**src/rtl/core/packet_mode_deframer_unit_defines.svh**
```systemverilog
// assertion macros for the packet mode deframer
// used by packet_mode_deframer_unit.sv, expects clk and rst_n in scope
`ifndef PACKET_MODE_DEFRAMER_UNIT_DEFINES_SVH
`define PACKET_MODE_DEFRAMER_UNIT_DEFINES_SVH

// check holds in the same cycle as the condition
`define PMD_ASSERT_NOW(lbl, cond, check) \
    lbl: assert property (@(posedge clk) disable iff (!rst_n) (cond) |-> (check)) \
        else $error("%m: same-cycle check failed");

// check holds in the cycle after the condition
`define PMD_ASSERT_NEXT(lbl, cond, check) \
    lbl: assert property (@(posedge clk) disable iff (!rst_n) (cond) |=> (check)) \
        else $error("%m: next-cycle check failed");

`endif

```
**src/rtl/core/pmd_pkg.sv**
```systemverilog
// types, constants and the byte-wide crc function of the packet mode deframer
// no dependencies; used by the result channel interface and the top level
package pmd_pkg;

    localparam int unsigned NUM_STREAMS = 4;
    localparam int unsigned ID_W        = 2;
    localparam int unsigned POS_W       = 9;

    localparam logic [7:0]  PACKET_LEN_RESET = 8'd10;
    localparam logic [15:0] CRC_PRESET       = 16'hFFFF;
    localparam logic [15:0] CRC_POLY         = 16'h1021;
    localparam logic [2:0]  SEQ_MASK         = 3'd7;

    localparam logic KIND_DATA    = 1'b0;
    localparam logic KIND_VERDICT = 1'b1;

    // header byte bit positions
    localparam int unsigned HDR_FIRST = 7;
    localparam int unsigned HDR_LAST  = 6;
    localparam int unsigned HDR_ID_HI = 5;
    localparam int unsigned HDR_ID_LO = 4;
    localparam int unsigned HDR_PAD   = 3;

    typedef struct packed {
        logic [7:0] data_byte;
        logic       block_start;
    } pmd_item_t;

    typedef struct packed {
        logic            kind;
        logic [ID_W-1:0] stream_id;
        logic [7:0]      payload;
        logic            crc_good;
        logic            first_mark;
        logic            last_mark;
        logic            sequence_good;
        logic            length_error;
        logic            unit_complete;
    } pmd_result_t;

    // ccitt crc, msb first, one byte
    function automatic logic [15:0] crc_add(input logic [15:0] crc_in, input logic [7:0] b);
        logic [15:0] c;
        c = crc_in ^ {b, 8'h00};
        for (int k = 0; k < 8; k++) begin
            if (c[15])
                c = {c[14:0], 1'b0} ^ CRC_POLY;
            else
                c = {c[14:0], 1'b0};
        end
        return c;
    endfunction

endpackage

```
**src/rtl/core/pmd_in_if.sv**
```systemverilog
// byte stream channel of the packet mode deframer
// depends on nothing
interface pmd_in_if;
    logic       valid;
    logic       ready;
    logic [7:0] data_byte;
    logic       block_start;

    modport source (output valid, output data_byte, output block_start, input ready);
    modport sink   (input valid, input data_byte, input block_start, output ready);
endinterface

```
**src/rtl/core/pmd_out_if.sv**
```systemverilog
// result channel of the packet mode deframer
// depends on pmd_pkg for the id width
interface pmd_out_if;
    logic                         valid;
    logic                         ready;
    logic                         kind;
    logic [pmd_pkg::ID_W-1:0]     stream_id;
    logic [7:0]                   payload;
    logic                         crc_good;
    logic                         first_mark;
    logic                         last_mark;
    logic                         sequence_good;
    logic                         length_error;
    logic                         unit_complete;

    modport source (
        output valid, output kind, output stream_id, output payload, output crc_good,
        output first_mark, output last_mark, output sequence_good, output length_error,
        output unit_complete, input ready
    );
    modport sink (
        input valid, input kind, input stream_id, input payload, input crc_good,
        input first_mark, input last_mark, input sequence_good, input length_error,
        input unit_complete, output ready
    );
endinterface

```
**src/rtl/core/packet_mode_deframer_unit.sv**
```systemverilog
// packet mode deframer top level: header parse, crc-16 check, per-id continuity
// depends on pmd_pkg, pmd_in_if, pmd_out_if and packet_mode_deframer_unit_defines.svh

// packet mode deframer. takes one stream byte per beat and splits the stream
// into packets of one header byte, packet_len data bytes and a crc-16 sent
// high byte first (ccitt 0x1021, preset ones, inverted). useful data bytes
// leave at once as tentative beats (kind 0); the low crc byte yields a
// verdict beat (kind 1) with crc, continuity, length and unit complete flags.
// block_start on a byte makes it the header of a new packet and drops any
// unfinished packet. per-id continuity and unit state change only on a good
// crc; packet_len 0 acts as 1. rate: one byte per clock unless the output
// stalls. the byte-wide crc update and header logic between the input
// register and the result register are combinational and set the rate.
// a result waiting at the output stalls the input only when the input
// register is also full. packet_len must be written through cfg_wr_en /
// cfg_wr_data only while the block is idle, which the block does not check.
`include "packet_mode_deframer_unit_defines.svh"

module packet_mode_deframer_unit
(
    input  logic             clk,
    input  logic             rst_n,
    input  logic             cfg_wr_en,
    input  logic [7:0]       cfg_wr_data,
    pmd_in_if.sink           byte_ch,
    pmd_out_if.source        result_ch
);

    localparam int unsigned NS    = pmd_pkg::NUM_STREAMS;
    localparam int unsigned ID_W  = pmd_pkg::ID_W;
    localparam int unsigned POS_W = pmd_pkg::POS_W;

    // configuration
    logic [7:0] packet_len_reg;

    // input register
    logic                 s1_valid_reg, s1_valid_next;
    pmd_pkg::pmd_item_t   s1_item_reg;

    // result register
    logic                 out_valid_reg, out_valid_next;
    pmd_pkg::pmd_result_t out_res_reg;

    // deframer state
    logic [POS_W-1:0] byte_position_reg, byte_position_next;
    logic [7:0]       header_hold_reg, header_hold_next;
    logic [7:0]       pad_count_reg, pad_count_next;
    logic [15:0]      crc_register_reg, crc_register_next;
    logic [7:0]       received_crc_high_reg, received_crc_high_next;
    logic [2:0]       sequence_index_reg [NS];
    logic [2:0]       sequence_index_next [NS];
    logic             unit_valid_reg [NS];
    logic             unit_valid_next [NS];

    // combinational work on the held byte
    logic                 in_accept;
    logic                 s1_advance;
    logic [POS_W-1:0]     pos;
    logic [7:0]           len8;
    logic [7:0]           len_m1;
    logic [POS_W-1:0]     len9;
    logic [7:0]           b;
    logic [ID_W-1:0]      hdr_id;
    logic                 hdr_first, hdr_last, hdr_pad;
    logic [2:0]           hdr_ci;
    logic                 lerr;
    logic                 id_ok;
    logic [15:0]          crc_step;
    logic                 crc_match;
    logic                 seq_ok;
    logic                 unit_v, unit_ready;
    logic                 emit;
    logic                 res_valid;
    pmd_pkg::pmd_result_t res;

    // handshake: the input register moves on whenever the result register can take a beat
    assign s1_advance      = s1_valid_reg && (!out_valid_reg || result_ch.ready);
    assign byte_ch.ready   = !s1_valid_reg || s1_advance;
    assign in_accept       = byte_ch.valid && byte_ch.ready;

    assign s1_valid_next   = in_accept ? 1'b1 : (s1_advance ? 1'b0 : s1_valid_reg);
    assign out_valid_next  = (s1_advance && res_valid) ? 1'b1
                           : (result_ch.ready ? 1'b0 : out_valid_reg);

    // field decode of the held header
    assign b         = s1_item_reg.data_byte;
    assign pos       = s1_item_reg.block_start ? '0 : byte_position_reg;
    assign len8      = (packet_len_reg == 8'd0) ? 8'd1 : packet_len_reg;
    assign len_m1    = len8 - 8'd1;
    assign len9      = POS_W'(len8);
    assign hdr_id    = header_hold_reg[pmd_pkg::HDR_ID_HI:pmd_pkg::HDR_ID_LO];
    assign hdr_first = header_hold_reg[pmd_pkg::HDR_FIRST];
    assign hdr_last  = header_hold_reg[pmd_pkg::HDR_LAST];
    assign hdr_pad   = header_hold_reg[pmd_pkg::HDR_PAD];
    assign hdr_ci    = header_hold_reg[2:0];
    assign lerr      = hdr_pad && (pad_count_reg > len_m1);
    assign id_ok     = 32'(hdr_id) < NS;
    assign crc_step  = pmd_pkg::crc_add((pos == '0) ? pmd_pkg::CRC_PRESET : crc_register_reg, b);
    assign crc_match = (~crc_register_reg) == {received_crc_high_reg, b};

    // continuity and unit bookkeeping for the verdict
    always_comb
    begin
        seq_ok     = 1'b0;
        unit_v     = 1'b0;
        unit_ready = 1'b0;
        if (id_ok)
        begin
            seq_ok = ((sequence_index_reg[hdr_id] + 3'd1) & pmd_pkg::SEQ_MASK) == hdr_ci;
            unit_v = unit_valid_reg[hdr_id];
            if (!seq_ok)
                unit_v = 1'b0;
            if (hdr_first)
                unit_v = 1'b1;
            unit_ready = hdr_last && unit_v;
            if (lerr)
            begin
                unit_v     = 1'b0;
                unit_ready = 1'b0;
            end
            if (hdr_pad && hdr_first && hdr_last && (pad_count_reg == 8'd0))
                unit_ready = 1'b0;
            if (unit_ready)
                unit_v = 1'b0;
        end
    end

    // data field byte emit decision
    always_comb
    begin
        if (hdr_pad)
        begin
            if (pos == POS_W'(1))
                emit = 1'b0;
            else
                emit = (pad_count_reg <= len_m1)
                    && ((pos - POS_W'(2)) < POS_W'(pad_count_reg));
        end
        else
        begin
            emit = 1'b1;
        end
    end

    // next state and result of the held byte
    always_comb
    begin
        byte_position_next     = byte_position_reg;
        header_hold_next       = header_hold_reg;
        pad_count_next         = pad_count_reg;
        crc_register_next      = crc_register_reg;
        received_crc_high_next = received_crc_high_reg;
        sequence_index_next    = sequence_index_reg;
        unit_valid_next        = unit_valid_reg;
        res                    = '0;
        res_valid              = 1'b0;
        if (s1_advance)
        begin
            priority if (pos == '0)
            begin
                // header byte
                header_hold_next   = b;
                pad_count_next     = 8'd0;
                crc_register_next  = crc_step;
                byte_position_next = POS_W'(1);
            end
            else if (pos <= len9)
            begin
                // data field byte
                crc_register_next  = crc_step;
                byte_position_next = pos + POS_W'(1);
                if (hdr_pad && (pos == POS_W'(1)))
                    pad_count_next = b;
                if (emit)
                begin
                    res_valid     = 1'b1;
                    res.kind      = pmd_pkg::KIND_DATA;
                    res.stream_id = hdr_id;
                    res.payload   = b;
                end
            end
            else if (pos == len9 + POS_W'(1))
            begin
                // high crc byte
                received_crc_high_next = b;
                byte_position_next     = pos + POS_W'(1);
            end
            else
            begin
                // low crc byte closes the packet
                res_valid         = 1'b1;
                res.kind          = pmd_pkg::KIND_VERDICT;
                res.stream_id     = hdr_id;
                res.crc_good      = crc_match;
                res.first_mark    = hdr_first;
                res.last_mark     = hdr_last;
                res.length_error  = lerr;
                if (crc_match && id_ok)
                begin
                    res.sequence_good           = seq_ok;
                    res.unit_complete           = unit_ready;
                    sequence_index_next[hdr_id] = hdr_ci;
                    unit_valid_next[hdr_id]     = unit_v;
                end
                byte_position_next = '0;
            end
        end
    end

    // control and state registers
    always_ff @(posedge clk or negedge rst_n)
    begin
        if (!rst_n)
        begin
            packet_len_reg        <= pmd_pkg::PACKET_LEN_RESET;
            s1_valid_reg          <= 1'b0;
            out_valid_reg         <= 1'b0;
            byte_position_reg     <= '0;
            header_hold_reg       <= 8'd0;
            pad_count_reg         <= 8'd0;
            crc_register_reg      <= pmd_pkg::CRC_PRESET;
            received_crc_high_reg <= 8'd0;
            for (int i = 0; i < NS; i++)
            begin
                sequence_index_reg[i] <= 3'd0;
                unit_valid_reg[i]     <= 1'b0;
            end
        end
        else
        begin
            if (cfg_wr_en)
                packet_len_reg <= cfg_wr_data;
            s1_valid_reg          <= s1_valid_next;
            out_valid_reg         <= out_valid_next;
            byte_position_reg     <= byte_position_next;
            header_hold_reg       <= header_hold_next;
            pad_count_reg         <= pad_count_next;
            crc_register_reg      <= crc_register_next;
            received_crc_high_reg <= received_crc_high_next;
            sequence_index_reg    <= sequence_index_next;
            unit_valid_reg        <= unit_valid_next;
        end
    end

    // payload registers, no reset needed
    always_ff @(posedge clk)
    begin
        if (in_accept)
        begin
            s1_item_reg.data_byte   <= byte_ch.data_byte;
            s1_item_reg.block_start <= byte_ch.block_start;
        end
        if (s1_advance && res_valid)
            out_res_reg <= res;
    end

    // output beat
    assign result_ch.valid         = out_valid_reg;
    assign result_ch.kind          = out_res_reg.kind;
    assign result_ch.stream_id     = out_res_reg.stream_id;
    assign result_ch.payload       = out_res_reg.payload;
    assign result_ch.crc_good      = out_res_reg.crc_good;
    assign result_ch.first_mark    = out_res_reg.first_mark;
    assign result_ch.last_mark     = out_res_reg.last_mark;
    assign result_ch.sequence_good = out_res_reg.sequence_good;
    assign result_ch.length_error  = out_res_reg.length_error;
    assign result_ch.unit_complete = out_res_reg.unit_complete;

    // a bad crc verdict never claims continuity or a complete unit
    `PMD_ASSERT_NOW(a_bad_crc_quiet,
        out_valid_reg && (out_res_reg.kind == pmd_pkg::KIND_VERDICT) && !out_res_reg.crc_good,
        !out_res_reg.sequence_good && !out_res_reg.unit_complete)
    // data beats carry no verdict flags
    `PMD_ASSERT_NOW(a_data_no_flags,
        out_valid_reg && (out_res_reg.kind == pmd_pkg::KIND_DATA),
        !out_res_reg.crc_good && !out_res_reg.unit_complete && !out_res_reg.length_error)
    // a complete unit needs a good crc and the last flag
    `PMD_ASSERT_NOW(a_complete_needs_last,
        out_valid_reg && out_res_reg.unit_complete,
        out_res_reg.crc_good && out_res_reg.last_mark)
    // after a verdict the next byte is a header
    `PMD_ASSERT_NEXT(a_verdict_realigns,
        s1_advance && res_valid && (res.kind == pmd_pkg::KIND_VERDICT),
        byte_position_reg == '0)

endmodule

```
**src/flat_wrapper.sv**
```systemverilog
// flat-port wrapper written by rule: the top's interface ports become plain ports
module packet_mode_deframer_unit_flat 
  (clk, rst_n, cfg_wr_en, cfg_wr_data, byte_ch_valid, byte_ch_data_byte, byte_ch_block_start, byte_ch_ready, result_ch_valid, result_ch_kind, result_ch_stream_id, result_ch_payload, result_ch_crc_good, result_ch_first_mark, result_ch_last_mark, result_ch_sequence_good, result_ch_length_error, result_ch_unit_complete, result_ch_ready);
  pmd_in_if byte_ch_i ();
  pmd_out_if result_ch_i ();
  input  logic clk;
  input  logic rst_n;
  input  logic cfg_wr_en;
  input  logic [7:0] cfg_wr_data;
  input wire logic [$bits(byte_ch_i.valid)-1:0] byte_ch_valid;
  input wire logic [$bits(byte_ch_i.data_byte)-1:0] byte_ch_data_byte;
  input wire logic [$bits(byte_ch_i.block_start)-1:0] byte_ch_block_start;
  output wire logic [$bits(byte_ch_i.ready)-1:0] byte_ch_ready;
  output wire logic [$bits(result_ch_i.valid)-1:0] result_ch_valid;
  output wire logic [$bits(result_ch_i.kind)-1:0] result_ch_kind;
  output wire logic [$bits(result_ch_i.stream_id)-1:0] result_ch_stream_id;
  output wire logic [$bits(result_ch_i.payload)-1:0] result_ch_payload;
  output wire logic [$bits(result_ch_i.crc_good)-1:0] result_ch_crc_good;
  output wire logic [$bits(result_ch_i.first_mark)-1:0] result_ch_first_mark;
  output wire logic [$bits(result_ch_i.last_mark)-1:0] result_ch_last_mark;
  output wire logic [$bits(result_ch_i.sequence_good)-1:0] result_ch_sequence_good;
  output wire logic [$bits(result_ch_i.length_error)-1:0] result_ch_length_error;
  output wire logic [$bits(result_ch_i.unit_complete)-1:0] result_ch_unit_complete;
  input wire logic [$bits(result_ch_i.ready)-1:0] result_ch_ready;
  assign byte_ch_i.valid = byte_ch_valid;
  assign byte_ch_i.data_byte = byte_ch_data_byte;
  assign byte_ch_i.block_start = byte_ch_block_start;
  assign byte_ch_ready = byte_ch_i.ready;
  assign result_ch_valid = result_ch_i.valid;
  assign result_ch_kind = result_ch_i.kind;
  assign result_ch_stream_id = result_ch_i.stream_id;
  assign result_ch_payload = result_ch_i.payload;
  assign result_ch_crc_good = result_ch_i.crc_good;
  assign result_ch_first_mark = result_ch_i.first_mark;
  assign result_ch_last_mark = result_ch_i.last_mark;
  assign result_ch_sequence_good = result_ch_i.sequence_good;
  assign result_ch_length_error = result_ch_i.length_error;
  assign result_ch_unit_complete = result_ch_i.unit_complete;
  assign result_ch_i.ready = result_ch_ready;
  packet_mode_deframer_unit u_core (.clk(clk), .rst_n(rst_n), .cfg_wr_en(cfg_wr_en), .cfg_wr_data(cfg_wr_data), .byte_ch(byte_ch_i), .result_ch(result_ch_i));
endmodule
```
**config.mk**
```make
export PLATFORM = sky130hd
export DESIGN_NAME = packet_mode_deframer_unit_flat
export DESIGN_NICKNAME = d
export VERILOG_FILES = /design/src/rtl/core/pmd_pkg.sv /design/src/rtl/core/pmd_in_if.sv /design/src/rtl/core/pmd_out_if.sv /design/src/rtl/core/packet_mode_deframer_unit.sv /design/src/flat_wrapper.sv
export VERILOG_INCLUDE_DIRS = /design/src /design/src/rtl/core
export SDC_FILE = /design/constraint.sdc
export NUM_CORES = 1
export LEC_CHECK = 0
export BUFFER_PORTS_ARGS = -buffer_cell sky130_fd_sc_hd__buf_2
export CAP_MARGIN = 20
export CORE_AREA = 2 2 94 119
export CTS_BUF_LIST = sky130_fd_sc_hd__clkbuf_8
export DETAILED_ROUTE_END_ITERATION = 7
export DIE_AREA = 0 0 96 121
export GPL_TIMING_DRIVEN = 1
export PLACE_DENSITY_LB_ADDON = 0.08
export RECOVER_POWER = 50
export SYNTH_ARGS = -nofsm -noshare
export SYNTH_HDL_FRONTEND = slang
export SYNTH_SLANG_ARGS = --single-unit
```
**constraint.sdc**
```tcl
create_clock -name clk -period 3.2 [get_ports clk]
set_input_delay 0.48 -clock clk [delete_from_list [all_inputs] [get_ports clk]]
set_output_delay 0.48 -clock clk [all_outputs]
set_load 0.01 [all_outputs]
```
==> results by group <==
Timing
  • Final Max Tran Viols: 31
  • Fmax: ~0.32 GHz
  • Post-layout min period: 3.08 ns
  • Period utilization: a little over nine tenths
  • Worst Tran Pin Value: 1.79 ns
  • Final setup skew: 0.0236 ns
  • Rel. slew slack: -19.1%
  • Fin worst setup slack: 0.123 ns
  • Setup TNS: 0 ns
  • Count of final setup violators: 0
  • Final hold viol count: 0

Synthesis
  • Primary FF master, synth: dfrtp_1
  • Synth unique cells: 65
  • Ys async rst share: between 70% and 80%
  • Synth top area share: 24.3%
  • Sequential area share after synthesis: 45.6%
  • Post-Syn Area: 5870 µm²
  • Most area-consuming cells after synthesis: dfrtp_1 (24%), edfxtp_1 (13%), dfstp_2 (8.1%), xnor2_1 (8.1%), ha_1 (6.4%)
  • Top-count cell post-synth: dfrtp_1
  • Syn nets: 597
  • EDFF count, synth: 26
  • Top post-synthesis cells by count: dfrtp_1 (57), xnor2_1 (54), nand2_1 (43)
  • Yosys Warn Count: 0
  • Mean Syn Cell Area: 10.8 µm²
  • Synth Register Bits: 101
  • Mapped Cells: 545
  • Synth area leader: dfrtp_1

Clock network
  • Num CTS Buffers: 9
  • H-tree depth: 3
  • CTS Root Cell: clkbuf_8
  • Clk sinks: ~100
  • CTS Hold Bufs: 0
  • CTS Buffer Depth: 2
  • Register clock-pin slew on the reported worst setup and hold paths: around 0.11 ns
  • CTS tree: built
  • Clk_lat worst skew: 0.38 ns

Status
  • Outcome: finished, violations left
  • Failing checks: max-capacitance violations, max-slew violations

Place
  • Placed Area: approximately 6500 µm²
  • Detail Placement HPWL: approximately 10 mm
  • Post-placement worst setup slack: 0.0277 ns
  • Port buffer count: 40
  • Routability cong.: 0.870

Power
  • Psw: 1.67 mW
  • Sequential Power Share: around 44%
  • Leakage power: 2.92 nW
  • Tot Pwr: between 4 and 5 mW
  • Combinational Power Share: 36.6%
  • Pint: 3.01 mW
  • Sw Ratio: 35.6%
  • Clock Power Share: between 10% and 20%
  • VDD IR max: 0.512 mV
  • PwrDens: 694 nW/µm²

Flow run
  • Max Cap Viol: 1

Worst setup path
  • Crit Path Max Fanout: 3
  • End of the worst register-to-register path: u_core.result_ch.stream_id[1]
  • WS Path Type: register to register
  • Crit path DAT: 3.30 ns
  • CP Launch Type: register
  • Reg2reg path depth: 15
  • FF-to-FF Start: u_core.packet_len_reg[1]
  • Crit end category: register
  • Internal reg-to-reg setup slack: about 0.12 ns
  • CP Data Required Time: 3.42 ns

Detailed routing
  • Avg WL per Cell: 18.1 µm
  • Routed Antenna Nets: 0
  • DRC Markers: 0
  • Vias per inst: approximately 5.7
  • Post-Route WL: 13.6 mm
  • Vias: roughly 4,300
  • Initial drt markers: 225
  • Wire length on met3: 514 µm
  • 1st-pass router iterations: 4
  • Met2 wire length: approximately 7.2 mm
  • Top sig layer: met5
  • Metal-1 WL: about 5.5 mm

Cells and area
  • Area growth syn-to-layout: 14.6%
  • Layout cells sized above 1: 24.0%
  • ANT cells: 0
  • Final Cell Area: 6730 µm²
  • Number of flip-flops in the largest register: 16
  • # nets final: about 670

GRT
  • GRT Overall Usage: 25.1%
  • Vias in the first global route: 4,404
  • First-pass GRT wire length: roughly 22 mm
  • Total gr overflow: 0
  • Largest net degree at the start of global routing: 45
  • Initial antenna violation count: 1

Floorplanning
  • Row cnt: 42
  • Die H: approximately 120 µm
  • Full die area: 11,600 µm²
  • IO Count: slightly above 40
  • Placeable Area: 10,500 µm²
  • Die Width: 96 µm
  • Starting density of the core: 56.2%

Min path
  • Hold Path Class: input port to async pin
-- layout by cell type, fill, tap and decap left out, types with 15 or more instances in the layout --
| cell | synthesis | routed |
|---|---|---|
| dfstp_2 | 18 | 17 |
| buf_2 | 12 | 31 |
| edfxtp_1 | 26 | 26 |
| inv_1 | 26 | 27 |
| buf_4 | 0 | 35 |
| nand2_1 | 43 | 42 |
| xnor2_1 | 54 | 54 |
| ha_1 | 30 | 30 |
| dfrtp_1 | 57 | 57 |
| o21ai_0 | 25 | 23 |
| clkbuf_1 | 12 | 15 |
| nor2_1 | 30 | 28 |
| mux2_2 | 21 | 21 |
| mux2_1 | 16 | 16 |
-- timing repair --
| item | CTS | global route |
|---|---|---|
| pin swaps | 0 | 5 |
| buffers inserted | 0 | 3 |
| cloned | 0 | 1 |
| setup endpoints to repair | 14 | 32 |
| resized for setup | 1 | 9 |
-- power by group through the flow --
stage	registers (mW)	clock network, mW	logic, mW
after floorplan	1.91	0	1.33
after global placement	2.05	0	1.64
after detailed placement	2.06	0	1.69
after CTS	2.03	0.955	1.70
after global routing	2.07	1.00	1.92
final	2.03	0.931	1.71
-- how the worst max path moves through the flow --
stage                                   startpoint                            end
after floorplan           u_core.packet_len_reg[2]      u_core.result_ch.crc_good
after global placement    u_core.packet_len_reg[5]    u_core.result_ch.payload[5]
after detailed placement  u_core.packet_len_reg[5]    u_core.result_ch.payload[3]
after CTS                 u_core.packet_len_reg[5]    u_core.result_ch.payload[3]
after global routing         u_core.s1_item_reg[0]  u_core.result_ch.stream_id[1]
final                     u_core.packet_len_reg[1]  u_core.result_ch.stream_id[1]
-- area by class of cell --
| class | count | area [µm²] |
|---|---|---|
| multi-input combinational | 391 | 3030 |
| inverter | 29 | 109 |
| timing repair buffer | 83 | 514 |
| clock inverter | 5 | 82.6 |
| clock buffer | 11 | 151 |
| tap | 132 | 165 |
| sequential | 101 | 2680 |
| fill | 857 | 3730 |
-- cell families after synthesis --
group	Yosys count	synth area share, %
multiplexers	42	8.80
buffers and inverters	54	3.73
XOR/XNOR	67	9.99
AO/OA/AOI/OAI	91	11.1
adder cells (fa/ha/maj)	30	6.39
flip-flops	101	45.6
AND/OR/NAND/NOR	160	14.4
-- worst max-delay path: stages, from the launching register on --
cell      delay [ns]
dfstp_2         0.56
inv_1           0.06
nand4_1         0.12
o21bai_2        0.10
buf_4           0.15
nor4b_4         0.25
xnor2_1         0.15
ha_1            0.26
a21o_1          0.18
a21o_1          0.17
a21o_1          0.18
o221ai_2        0.14
nand4_1         0.10
buf_4           0.18
buf_4           0.14
a21boi_0        0.17
-- through the flow --
step,hold WS [ns],utilization [%],cells
2_1_floorplan,0.184,-,545
3_3_place_gp,0.463,61.8,731
3_5_place_dp,0.473,61.8,731
4_1_cts,0.274,64.1,747
5_1_grt,0.200,64.4,752
6_report,0.153,64.4,752
-- metal layers --
metal | vias to the layer above | global-route usage, %
met5 | - | 0
met4 | 2 | 8.66
met3 | 26 | 4.10
met2 | 95 | 43.7
met1 | 2059 | 31.0
li1 | 2068 | -
No activity file was read; power rests on OpenSTA's default activity.
